<file path="src/hdl/chkv_pkg.sv">
`timescale 1ns / 1ps
package chkv_pkg;

   localparam int KEY_BITS   = 32;
   localparam int VAL_BITS   = 32;
   localparam int COUNT_BITS = 7;
   localparam int USED_BITS  = 32;
   localparam int UB_BITS    = 5;
   localparam int BUCKETS    = 127;
   localparam int BW         = 7;

   localparam logic OP_SET = 1'b0;
   localparam logic OP_GET = 1'b1;

   localparam logic STATUS_DONE = 1'b0;
   localparam logic STATUS_FULL = 1'b1;

   typedef enum logic [1:0] {
      FR_IDLE,
      FR_HASH,
      FR_PUSH
   } front_state_type;

   typedef enum logic [2:0] {
      BK_CLEAR,
      BK_IDLE,
      BK_HEAD,
      BK_WALK,
      BK_ACT,
      BK_SCAN,
      BK_FREE
   } back_state_type;

endpackage

</file>
<file path="src/hdl/chkv_fifo.sv">
`timescale 1ns / 1ps
module chkv_fifo
   import chkv_pkg::*;
#(
   parameter int WIDTH = 72
) (
   input  logic             clock,
   input  logic             reset,
   input  logic             in_valid,
   output logic             in_ready,
   input  logic [WIDTH-1:0] in_data,
   output logic             out_valid,
   input  logic             out_ready,
   output logic [WIDTH-1:0] out_data
);

   logic [WIDTH-1:0] mem_ff [2];
   logic             wptr_ff, wptr_in;
   logic             rptr_ff, rptr_in;
   logic [1:0]       fill_ff, fill_in;
   logic             push, pop;

   always_comb begin
      in_ready  = (fill_ff != 2'd2);
      out_valid = (fill_ff != 2'd0);
      push      = in_valid && in_ready;
      pop       = out_valid && out_ready;
      wptr_in   = push ? !wptr_ff : wptr_ff;
      rptr_in   = pop ? !rptr_ff : rptr_ff;
      fill_in   = fill_ff + {1'b0, push} - {1'b0, pop};
      out_data  = mem_ff[rptr_ff];
   end

   always_ff @(posedge clock) begin
      if (reset) begin
         wptr_ff <= 1'b0;
         rptr_ff <= 1'b0;
         fill_ff <= 2'd0;
      end else begin
         wptr_ff <= wptr_in;
         rptr_ff <= rptr_in;
         fill_ff <= fill_in;
      end
      if (push) begin
         mem_ff[wptr_ff] <= in_data;
      end
   end

endmodule

</file>
<file path="config.mk">
export PLATFORM = sky130hd
export DESIGN_NAME = chkv_fifo
export DESIGN_NICKNAME = d
export VERILOG_FILES = /design/src/hdl/chkv_pkg.sv /design/src/hdl/chkv_fifo.sv
export SDC_FILE = /design/constraint.sdc
export NUM_CORES = 1
export LEC_CHECK = 0
export BUFFER_PORTS_ARGS = -buffer_cell sky130_fd_sc_hd__buf_2
export CORE_ASPECT_RATIO = 0.9
export CORE_MARGIN = 2
export CORE_UTILIZATION = 52
export CTS_CLUSTER_SIZE = 28
export DETAILED_ROUTE_END_ITERATION = 16
export GPL_ROUTABILITY_DRIVEN = 0
export GPL_TIMING_DRIVEN = 0
export PLACE_DENSITY_LB_ADDON = 0.3
export SYNTH_ARGS = -nofsm -noshare
export SYNTH_HDL_FRONTEND = slang
export SYNTH_SLANG_ARGS = --single-unit
</file>
<file path="constraint.sdc">
create_clock -name clock -period 3.8 [get_ports clock]
set_input_delay 0.38 -clock clock [delete_from_list [all_inputs] [get_ports clock]]
set_output_delay 0.38 -clock clock [all_outputs]
set_load 0.02 [all_outputs]
</file>
* Word-level counts from Yosys, hierarchy flattened
Memories as Yosys holds them, arrays and structs flattened. A register that Yosys moved wholly into a read port is not among the register bits.
Index checks and enable logic that the tools add are counted.
Widths: inputs -> output; s select.
** Storage, ports and cells
- Memories kept :: 1
- RAM bits :: 144
- Output and inout port bits :: 74
- Register bits :: 4
- Logic and storage cells :: 16
- Input bits :: 76
** Cells by class
- Multiplexer cells :: 4
- Eq/ne operators :: 1
- $add $sub $neg :: 2
- Reduce and logical (&&, ||, !) cells :: 5
** Memory list
- mem_ff :: depth 2, bits a word 72, read ports 1, clocked after memory_dff 1, write ports 1, line chkv_fifo.sv:17 : logic [WIDTH-1:0] mem_ff [2];
** Operators by type and width (count)
- $mux 1 :: 4
- $add 2x1->2 :: 1
- $logic_and 1x1->1 :: 2
- $logic_not 1->1 :: 2
- $ne 2x2->1 const B :: 1
- $reduce_bool 2->1 :: 1
- $sub 2x1->2 :: 1

* Depth between registers and ports, before layout
- Depth in word-level cells :: 4
- Mapped depth :: 6
- Mapped depth without buffers :: 6

* Worst setup path after synthesis
OpenSTA, ideal clock, no wires.
- Kind :: flip-flop to flip-flop
- Start point :: register fill_ff[0]
- End point :: memory mem_ff[1][0], enable pin
- Data required time :: 3361 ps
- Data arrival time :: 2461 ps
- Clock period less this slack :: 2900 ps
- Library setup time :: 439 ps
- Stages on the path, launching flop included :: 3
- Setup slack :: 900 ps
- Buffers on the path :: 0
- Path through :: dfxtp_1 nand2b_1 and3_1
** Between the ends
- Longest elaborated chain between the ends :: 4
** RTL lines
- start, declared :: line chkv_fifo.sv:20 : logic [1:0] fill_ff, fill_in;
- start signal, assigned :: line chkv_fifo.sv:42 : fill_ff <= fill_in;
- $ne 2x2->1 :: line chkv_fifo.sv:24 : in_ready = (fill_ff != 2'd2);
- named net in_ready :: line chkv_fifo.sv:10 : output logic in_ready,
- $logic_and 1x1->1 :: line chkv_fifo.sv:26 : push = in_valid && in_ready;
- $mux 1 :: line chkv_fifo.sv:44 : if (push) begin
- $mux 1 (not written as such) :: line chkv_fifo.sv:45 : mem_ff[wptr_ff] <= in_data;
- end, declared :: line chkv_fifo.sv:17
The timed path passes the listed nets, and every way through them passes these cells.

==> summary.txt <==
Setup path
  – Crit-path most repeated cell: buf_2
  – Slowest stage cell, crit path: mux2_1
  – Critical path data arrival time: 1770 ps
  – Worst setup SP type: flop
  – Crit path kind: flop to output port
  – Req. time, crit path: 3420 ps
  – CP max stage delay: 350 ps
  – Crit Path Max Fanout: 10
  – Reg2reg end: mem_ff[0][63]
  – Crit path to: out_data[29]
  – Worst Setup End Kind: output port
  – Worst Reg2Reg Path Length in Cells: 3
  – Worst R2R Start: fill_ff[0]
  – R2R Setup Slk: 1850 ps
  – CP Cell Sequence: buf_2, buf_6, mux2_1, buf_2

Synthesis
  – Post-synth top area share: 0.788
  – Post-synth EDFFs: 144
  – Mux share of post-synthesis cell area: 0.148
  – Mean Syn Cell Area: 21.7 um2
  – Yosys cell types: 25
  – Top_reg_cell synth: edfxtp_1
  – Compound-Gate Fraction of Synth Area: 0.00798
  – Mapped Nets: 330
  – Synth top cells by count: edfxtp_1, mux2_1, mux2_2, buf_6, dfxtp_1
  – Mapped Area: 5490 um2
  – Synth async-reset ratio: 0
  – Top cells by area, synth: edfxtp_1, mux2_1, mux2_2
  – Most common cell in the synthesized netlist: edfxtp_1
  – Simple-gate share of the synthesized area: 0.0178
  – Largest area contributor in the netlist: edfxtp_1
  – Post-Synth Adder-Cell Area: 0.00228
  – Synth warn: 0
  – Register area share after synthesis: 0.807
  – Yosys reg bits: 149
  – XOR/XNOR share of the synthesized area: 0.00160
  – Post-Synthesis Cells: 253
  – Main combinational cell family by area after synthesis: multiplexers

Floorplanning
  – Die Width: 112 um
  – Die H: 101 um
  – Total core area: 10200 um2
  – I/O pins: 150
  – Die area: 11400 um2
  – # rows: 35
  – Initial Util: 0.535

Clocking
  – Hold-fix buffers at CTS: 0
  – Clock-pin slew on the worst setup and hold paths: 60 ps
  – CTS buffer count: 17
  – Worst skew pair latency: 400 ps
  – # Post-CTS Setup Buffers: 0
  – Maximum clock insertion buffer count: 2
  – Cts repair resizes: 0
  – Clk root buf: clkbuf_16
  – TritonCTS Sinks: 149
  – H-tree levels: 4
  – CTS tree: built

STA
  – RSZ-0062 raised after global routing: false
  – Fmax: 465 MHz
  – Hold Slack: 162 ps
  – Final Hold Vio Count: 0
  – Rel. slew slack: 0.376
  – Setup TNS: 0 ps
  – Worst-Margin Slew: 935 ps
  – Clock Skew: 9.19 ps
  – Final Max Slew Viols: 0
  – Final setup viols: 0
  – Crit path time final: 2150 ps
  – Final Cycle Share: 0.566

Layout
  – Share of layout cells above drive strength 1: 0.469
  – Nets: 499
  – Fin cells: 564
  – Fillers: 707
  – Post-route cell area: 7010 um2
  – # diodes: 0
  – Area Growth Syn to Fin: 27.8%

Routing
  – Via count: 2864
  – Final ANT Viol Nets: 0
  – WL/cell: 17.0 um
  – Pre-antenna DRT Iters: 4
  – DR iter-0 viols: 117
  – Vias per cell: 5.08
  – Routed wire length: 9.59 mm
  – DRC errors left: 0

GRT
  – First-pass GRT wire length: 14.9 mm
  – Total global routing track utilization: 0.174
  – Overflow after GRT: 0
  – Initial antenna violation count: 0
  – Largest net degree at the start of global routing: 73
  – Number of global-route vias before repair: 3027

Run
  – Max-Cap Viols: 0

Hold path
  – Hold Path Origin: in_data[32]
  – Worst hold-check path type: primary input to flop

Power and ir drop
  – Max VDD drop: 0.000434 V
  – Pwr dens: 666 nW/um2
  – Lkg Pwr: 2.66 nW
  – Total power: 0.00467 W

Place
  – Dpl cells: 532
  – Area after DPL: 6420 um2
  – Placed wire-length estimate: 6.07 mm
  – Port bufs: 149

Status
  – Status: complete, no violations
## sequential cells by signal, indices dropped and copies added (netlist names), named ones only
signal / flops
wptr_ff: 1
fill_ff: 2
mem_ff: 144
rptr_ff: 1
## cells by family after synthesis
kind of cell | count (synthesis)
xor+xnor | 1
buf+inv | 9
compound gates | 6
flops | 149
simple gates | 15
mux | 72
fa+ha+maj | 1
## metal layers
metal  vias to the layer above  track usage  wire length [um]
met5                         -            0                 0
met4                         0       0.0619                70
met3                         7       0.0670               777
met2                       108        0.300              4880
met1                      1401        0.203              3860
li1                       1348            -                 -
## layout by cell type (no fill, tap or decap), types with 2 or more instances in the layout
| cell type | instances |
|---|---|
| dfxtp_1 | 5 |
| nor2_1 | 4 |
| mux2_2 | 11 |
| clkinv_2 | 3 |
| buf_2 | 150 |
| clkinvlp_4 | 2 |
| inv_6 | 3 |
| edfxtp_1 | 144 |
| clkbuf_16 | 17 |
| buf_6 | 7 |
| clkbuf_1 | 3 |
| mux2_1 | 61 |
| nor2b_1 | 2 |
| bufinv_16 | 3 |
## worst max-delay path, delay by kind of cell, from the launching register on
family | cells | cell delay (ps)
DFF | 1 | 300
muxes | 1 | 350
buffers and inverters | 3 | 720
## metrics by stage
| stage | setup slack (ps) | util |
|---|---|---|
| floorplan | 900 | - |
| global placement | 158 | 0.624 |
| detailed placement | 1870 | 0.626 |
| CTS | 1610 | 0.684 |
| global route | 1580 | 0.684 |
| finish | 1650 | 0.684 |
## worst min path at each step
stage,end,depth (start not counted),slack [ps]
6_report,mem_ff[0][32],1,160
5_1_grt,mem_ff[0][62],1,140
4_1_cts,mem_ff[0][62],1,150
3_5_place_dp,flop,2,490
3_3_place_gp,rptr_ff,2,480
2_1_floorplan,wptr_ff,1,450
## cell type report
type / instances / area (um2) / area share
buffer: 8 / 83.8 / 0.0120
clock buffer: 20 / 437 / 0.0623
clock inverter: 12 / 155 / 0.0221
inverter: 1 / 6.26 / 0.000892
multi-input combinational: 95 / 978 / 0.140
sequential: 149 / 4420 / 0.631
tap: 129 / 161 / 0.0230
timing repair buffer: 150 / 766 / 0.109
## power by group
group / internal, W / total (W) / switching, W
clock network: 0.00104 / 0.00166 / 0.000620
logic: 0.000379 / 0.000972 / 0.000594
registers: 0.00200 / 0.00204 / 0.0000430
No activity file was read; power rests on OpenSTA's default activity.
