--- config.mk ---
export PLATFORM = sky130hd
export DESIGN_NAME = chkv_front
export DESIGN_NICKNAME = d
export VERILOG_FILES = /design/src/hdl/chkv_pkg.sv /design/src/hdl/chkv_front.sv
export SDC_FILE = /design/constraint.sdc
export NUM_CORES = 1
export LEC_CHECK = 0
export ABC_AREA = 1
export BUFFER_PORTS_ARGS = -buffer_cell sky130_fd_sc_hd__buf_2
export CAP_MARGIN = 20
export CORE_AREA = 5 5 96 98
export CTS_BUF_LIST = sky130_fd_sc_hd__clkbuf_4 sky130_fd_sc_hd__clkbuf_8
export CTS_CLUSTER_DIAMETER = 120
export DETAILED_ROUTE_END_ITERATION = 7
export DIE_AREA = 0 0 101 103
export GPL_TIMING_DRIVEN = 0
export PLACE_DENSITY_LB_ADDON = 0.12
export SLEW_MARGIN = 0
export SYNTH_ARGS = -nofsm -noshare
export SYNTH_HDL_FRONTEND = slang
export SYNTH_SLANG_ARGS = --single-unit
--- constraint.sdc ---
create_clock -name clock -period 6.5 [get_ports clock]
set_input_delay 0.65 -clock clock [delete_from_list [all_inputs] [get_ports clock]]
set_output_delay 0.65 -clock clock [all_outputs]
set_load 0.01 [all_outputs]
--- src/hdl/chkv_pkg.sv ---
`timescale 1ns / 1ps
package chkv_pkg;

   localparam int KEY_BITS   = 32;
   localparam int VAL_BITS   = 32;
   localparam int COUNT_BITS = 7;
   localparam int USED_BITS  = 32;
   localparam int UB_BITS    = 5;
   localparam int BUCKETS    = 127;
   localparam int BW         = 7;

   localparam logic OP_SET = 1'b0;
   localparam logic OP_GET = 1'b1;

   localparam logic STATUS_DONE = 1'b0;
   localparam logic STATUS_FULL = 1'b1;

   typedef enum logic [1:0] {
      FR_IDLE,
      FR_HASH,
      FR_PUSH
   } front_state_type;

   typedef enum logic [2:0] {
      BK_CLEAR,
      BK_IDLE,
      BK_HEAD,
      BK_WALK,
      BK_ACT,
      BK_SCAN,
      BK_FREE
   } back_state_type;

endpackage

--- src/hdl/chkv_front.sv ---
`timescale 1ns / 1ps
module chkv_front
   import chkv_pkg::*;
(
   input  logic                clock,
   input  logic                reset,
   input  logic                cleared,
   input  logic                req_valid,
   output logic                req_ready,
   input  logic                req_op,
   input  logic [KEY_BITS-1:0] req_key_id,
   input  logic [VAL_BITS-1:0] req_new_value,
   output logic                q_valid,
   input  logic                q_ready,
   output logic                q_op,
   output logic [KEY_BITS-1:0] q_key,
   output logic [VAL_BITS-1:0] q_val,
   output logic [BW-1:0]       q_bucket
);

   front_state_type           state_ff, state_in;
   logic                      op_ff, op_in;
   logic [KEY_BITS-1:0]       key_ff, key_in;
   logic [VAL_BITS-1:0]       val_ff, val_in;
   logic [BW-1:0]             rem_ff, rem_in;
   logic [9:0]                fold_lo;
   logic [7:0]                fold_hi;

   always_comb begin
      state_in = state_ff;
      case (state_ff)
         FR_IDLE: begin
            if (req_valid && cleared) begin
               state_in = FR_HASH;
            end
         end
         FR_HASH: begin
            state_in = FR_PUSH;
         end
         FR_PUSH: begin
            if (q_ready) begin
               state_in = FR_IDLE;
            end
         end
         default: state_in = FR_IDLE;
      endcase
   end

   always_comb begin
      req_ready = 1'b0;
      q_valid   = 1'b0;
      op_in     = op_ff;
      key_in    = key_ff;
      val_in    = val_ff;
      rem_in    = rem_ff;
      // fold the key in 7-bit digits: 128 wraps to 1 modulo 127
      fold_lo   = 10'(key_ff[6:0]) + 10'(key_ff[13:7]) + 10'(key_ff[20:14])
                + 10'(key_ff[27:21]) + 10'(key_ff[31:28]);
      fold_hi   = 8'(fold_lo[6:0]) + 8'(fold_lo[9:7]);
      case (state_ff)
         FR_IDLE: begin
            req_ready = cleared;
            op_in     = req_op;
            key_in    = req_key_id;
            val_in    = req_new_value;
         end
         FR_HASH: begin
            rem_in = (fold_hi >= 8'(BUCKETS)) ? BW'(fold_hi - 8'(BUCKETS)) : BW'(fold_hi);
         end
         FR_PUSH: begin
            q_valid = 1'b1;
         end
         default: begin
            q_valid = 1'b0;
         end
      endcase
   end

   always_ff @(posedge clock) begin
      if (reset) begin
         state_ff <= FR_IDLE;
      end else begin
         state_ff <= state_in;
      end
      op_ff  <= op_in;
      key_ff <= key_in;
      val_ff <= val_in;
      rem_ff <= rem_in;
   end

   assign q_op     = op_ff;
   assign q_key    = key_ff;
   assign q_val    = val_ff;
   assign q_bucket = rem_ff;

endmodule

; Yosys cells after proc, flatten, opt, wreduce, memory -nomap -nowiden
; Cells that the tools add are included.
[totals]
word_cells = 25
mem_bits_rw = 0
input_bits = 70
memories = 0
latchBits = 0
regBits = 74
romBits = 0
[classes]
reduce_logical = 3
n_shift = 0
magnitude_cmp = 1
eq_ne = 4
bitwise = 0
mux = 6
div = 0
n_mul = 0
n_addsub = 6
[op_table]
columns = cell, count
row1 = adder 10 x 4 -> 10 bit, 1
row2 = adder 9 x 7 -> 10 bit, 1
row3 = adder 8 x 7 -> 9 bit, 1
row4 = adder 7 x 3 -> 8 bit, 1
row5 = adder 7 x 7 -> 8 bit, 1
row6 = >= comparator 8 x 7 -> 1 bit (second input constant), 1
row7 = two-way mux 7 bit, 1
row8 = subtractor 7 bit (second input constant), 1
row9 = one-hot mux 2 bit (3 select lines), 1
row10 = two-way mux 2 bit, 2
row11 = != test 2 bit (second input constant), 2
row12 = equality test 2 x 1 -> 1 bit (second input constant), 1
row13 = equality test 2 bit (second input constant), 1
row14 = logical NOT 2 bit, 1
row15 = two-way mux 1 bit, 2
row16 = AND reduction 2 bit, 1
row17 = logical AND 1 bit, 1

; Depth between registers and ports, before layout
[depth]
ltp_word = 7
mapped_depth = 30

; Worst setup path before layout
; Ideal clock, no wire load.
[synth_path]
path_kind = register to register
startpoint = reg key_ff[1], in the netlist q_key[1]
endpoint = reg rem_ff[1], in the netlist q_bucket[1] (data pin)
path_stages_with_launch = 26
path_buffers = 0
required_ns = 6.248
arrival_time_ns = 4.746
path_slack_ns = 1.501
path_cell_list = edfxtp_1 inv_1 fa_1 fa_1 fa_1 inv_1 ha_1 fa_1 nand3_1 nand2_1 a21oi_1 o21ai_0 xnor2_1 inv_1 ha_1 fa_1 nand2_1 inv_2 nor2_1 nand2_1 nor2_4 nand2_2 nor2_8 nand2_4 nand3_1 nand2_1
[synth_via]
elab_chain_len = 7
word_cells_on_any_way = 8
cone_classes = add/sub (6) / order compare (1) / mux (1)
[synth_lines]
columns = element, line_no
row1 = from (decl), chkv_front.sv:23  ; logic [KEY_BITS-1:0] key_ff, key_in;
row2 = from (signal assigned), chkv_front.sv:86  ; key_ff <= key_in;
row3 = adder 7 x 7 -> 8 bit *, chkv_front.sv:57  ; fold_lo = 10'(key_ff[6:0]) + 10'(key_ff[13:7]) + 10'(key_ff[20:14])
row4 = adder 8 x 7 -> 9 bit *, chkv_front.sv:57
row5 = adder 9 x 7 -> 10 bit *, chkv_front.sv:58  ; + 10'(key_ff[27:21]) + 10'(key_ff[31:28]);
row6 = adder 10 x 4 -> 10 bit *, chkv_front.sv:58
row7 = adder 7 x 3 -> 8 bit *, chkv_front.sv:59  ; fold_hi = 8'(fold_lo[6:0]) + 8'(fold_lo[9:7]);
row8 = subtractor 7 bit or >= comparator 8 x 7 -> 1 bit (tied branches), chkv_front.sv:68  ; rem_in = (fold_hi >= 8'(BUCKETS)) ? BW'(fold_hi - 8'(BUCKETS)) : BW'(fold_hi);
row9 = two-way mux 7 bit *, chkv_front.sv:68
row10 = to (signal assigned), chkv_front.sv:88  ; rem_ff <= rem_in;
row11 = to (decl), chkv_front.sv:25  ; logic [BW-1:0] rem_ff, rem_in;
; Mark *: on every way between the ends. The rest lies on a longest branch, timed or not.
; A chain may end at the register's enable or synchronous reset.

; Final worst setup path
[layout_path]
startpoint = reg key_ff[8], in the netlist q_key[8]
endpoint = reg rem_ff[1], in the netlist q_bucket[1] (data pin)
; Same word-level chain as after synthesis.

==> results summary <==
The pin slew with the least headroom to its limit is a little under 600 ps. The number of nets in the layout came out at around 540. The reported max-cap violation count is 0.

The die is between 100 and 150 um wide. After the first detailed-routing iteration, the DRC count stood at approximately 60. The max-slew violation count came to 0. The share of synthesized area in the top cell type comes to 0.5944. The final weighted congestion in routability-driven placement is between 0.8 and 0.9. The flow ran to the end, and the final reports show no timing, DRC or antenna violations.

Summing over every cut layer, the via total after detailed routing is between 2000 and 2500. The number of buffers added to fix hold violations after cts is 0. The number of nets with antenna violations after detailed routing came out at 0. In this run the worst hold path is classified as in2reg. The achievable clock frequency came out at ~190 MHz. The post-CTS setup-driven buffer insertion count is 0. Pin placement for this block handled roughly 140 I/O pins. The final cell area excluding filler cells came out at approximately 0.0047 mm^2. The worst register-to-register path ends at q_bucket[1]$_DFFE_PN_. TritonCTS created 9 clock buffers. The fraction of layout instances using a drive strength above 1 is 0.4357. The number of global-route vias before repair is approximately 2400. The area overhead of the layout relative to synthesis is 29.89%. The critical path is of the reg2reg type. The H-tree depth reported by CTS is 3. TritonCTS built the clock tree. The startpoint of the most critical hold path is reset. The worst setup path is launched from a flop. In the synthesized netlist the dominant register cell turns out to be edfxtp_1.

The number of endpoints with negative hold slack in the final report is 0. The library cell used most frequently in the layout, excluding fill and tap cells, is buf_2. The sequential area share after synthesis is 0.6054. The placed wire-length estimate after detailed placement is approximately 5.5 mm.

The routed design could run at a clock period as short as around 5300 ps. The repair_antennas step left the layout with diodes totalling 0. The maximum vdd ir drop is 222.0 uV. Setup violations remaining at the end of the flow were counted as 0.

The number of cells on the worst reg-to-reg path is 25. For hold timing, the worst endpoint is state_ff[0]$_SDFFE_PP0P_. The worst register-to-register path begins at q_key[8]$_DFFE_PN_. The number of enable-type register cells in the synthesized netlist came out at 72. The DRC violation count after routing is 0. The maximum clock path buffer count is 2. The register bit total from synthesis is 74. The library cells used most frequently in the layout, excluding fill and tap cells, are buf_2 (143), edfxtp_1 (72), inv_1 (54). The synthesis warning total is 0.

The net count after synthesis is between 300 and 400. Setup repair after global routing left no endpoint under its margin. The count of unique library cells instantiated by Yosys is 26. The number of buffers inserted by port buffering came out at ~140. The cell count of the worst hold path came out at 2. The initial utilization of the core area, before any placement, comes to 0.4340. edfxtp_1 takes more of the synthesized area than any other cell.

STA classifies the critical path endpoint as a flop. Summing all placed instances gives a cell area of 0.004543 mm^2. The total length of routed wires is about 6.7 mm. The combined global-route utilization of all metal layers came out at 0.1367. After detailed routing, the number of vias per cell comes to 4.345.

The data arrival time of the worst path is 5410 ps. The setup TNS came out at 0 ps. In this run the worst path has a maximum fanout of 6. The initial antenna violation count is 0. The slack of the worst reg-to-reg path came out at 1190 ps. Ranked by total cell area, the synthesized netlist is headed by edfxtp_1 (59%), fa_1 (9.9%), ha_1 (5.8%). The area of the core came out at between 0.008 and 0.009 mm^2. The total of cells resized after clock tree synthesis came out at 0. The overall overflow remaining after global route came out at 0. The floorplan row count came out at 34. The detail-routed net length per standard cell came out at 12.18 um. In the finished design, the share of the clock period the worst path needs comes to 0.8170. For this design the static power due to leakage is roughly 2.3 nW. CTS placed an instance of clkbuf_8 at the clock tree root. The maximum number of pins on one net before global-route repair came out at 35. The post-synthesis instance area came out at 0.003637 mm^2.

The clock net in this run drives a total of 74 sinks. The post-route total power came out at 2.219 mW. The area of the die is between 0.01 and 0.015 mm^2. The first global-routing pass estimated about 11 mm of wire. The worst-case headroom to the max-slew limit came out at 0.6041.

The clock slew at the register clock pins of the worst setup and hold paths came out at around 80 ps. The cell count after synthesis came out at about 280. The required time at the endpoint of the critical path came out at about 6600 ps. The setup clock skew after layout is 6.467 ps. Before antenna repair, the detailed router went through 4 iterations. The power per standard cell area is approximately 470 mW/mm^2. The synthesized area divided by synthesized cell count came out at 12.90 um^2. After synthesis, the share of flip-flops with an asynchronous set or reset is 0. The later pin in the worst-skew pair is clocked with a latency of 340 ps. Measured along the y axis, the die boundary spans around 100 um.
## worst max-delay path, stage by stage (launching register included)
cell and delay [ps]:
edfxtp_1 400, inv_1 90, fa_1 440, fa_1 490
fa_1 510, inv_1 40, ha_1 250, fa_1 440
nand3_1 120, nand2_1 80, a21oi_1 140, o21ai_0 130
xnor2_1 160, inv_1 80, ha_1 240, fa_1 390
nand2_1 90, inv_2 40, nor2_1 230, nand2_1 150
nor2_4 120, nand2_2 90, nor2_8 130, nand2_4 80
nand3_1 70, nand2_1 50
## stage by stage
| step | std cells | util | hold WS (ps) | worst slack (ps) |
|---|---|---|---|---|
| 2_1_floorplan | 282 | - | 620.7 | 1501 |
| 3_3_place_gp | 533 | 0.5355 | 630.2 | 1142 |
| 3_5_place_dp | 535 | 0.5421 | 678.1 | 1157 |
| 4_1_cts | 551 | 0.5638 | 441.3 | 1121 |
| 5_1_grt | 551 | 0.5638 | 439.2 | 799.1 |
| 6_report | 551 | 0.5638 | 464.3 | 1189 |
## kinds of logic (layout without fill, tap and decap cells)
family                   Yosys count  in the layout  share of synthesized area
AND/OR/NAND/NOR                   99             99                     0.1500
flip-flops                        74             74                     0.6054
buffers and inverters             61            222                    0.06364
adder cells (fa/ha/maj)           35             35                     0.1576
AO/OA/AOI/OAI                      9              9                    0.01376
XOR/XNOR                           4              4                   0.009634
## cells in the mapped netlist (2+ instances only)
cell type,number
a21oi_1,7
dfxtp_1,2
edfxtp_1,72
fa_1,18
ha_1,17
inv_1,54
inv_2,6
nand2_1,40
nand2_2,9
nand2_4,7
nand3_1,15
nand3_4,2
nor2_1,17
nor2_4,2
xnor2_1,2
xor2_1,2
## where the power goes
group | leakage [nW] | switching, mW | total (mW) | internal (mW)
combinational | 1.46 | 0.784 | 1.26 | 0.479
clock | 0.0886 | 0.186 | 0.330 | 0.144
sequential | 0.752 | 0.0147 | 0.626 | 0.612
## worst max path at each step
stage / startpoint / endpoint / depth (start not counted)
3_3_place_gp: state_ff[0]$_SDFFE_PP0P_ / req_ready / 3
2_1_floorplan: q_key[1]$_DFFE_PN_ / q_bucket[1]$_DFFE_PN_ / 25
5_1_grt: q_key[8]$_DFFE_PN_ / q_bucket[1]$_DFFE_PN_ / 25
3_5_place_dp: q_key[1]$_DFFE_PN_ / q_bucket[3]$_DFFE_PN_ / 25
6_report: q_key[8]$_DFFE_PN_ / q_bucket[1]$_DFFE_PN_ / 25
4_1_cts: q_key[1]$_DFFE_PN_ / q_bucket[3]$_DFFE_PN_ / 25
## layer usage
layer / track usage / vias to the layer above / part of all wire
li1: - / 1227 / -
met1: 0.1494 / 1074 / 0.35
met2: 0.2192 / 86 / 0.51
met3: 0.07916 / 7 / 0.13
met4: 0.05624 / 0 / 0.015
met5: 0 / - / 0
## area by class of cell
type	instances	area [um^2]
multi-input cells	147	1211
clock inverters	7	57.56
repair buffers	145	763.2
inverters	61	231.5
flip-flops and latches	74	2202
well taps	108	135.1
fillers	707	3656
clock buffers	9	123.9
## sequential cells by signal, summed over array words and instances, names as in the netlist
register,count
q_bucket,7
q_val,32
q_key,32
q_op,1
state_ff,2
Note: power is estimated with default switching activity, not from simulation.
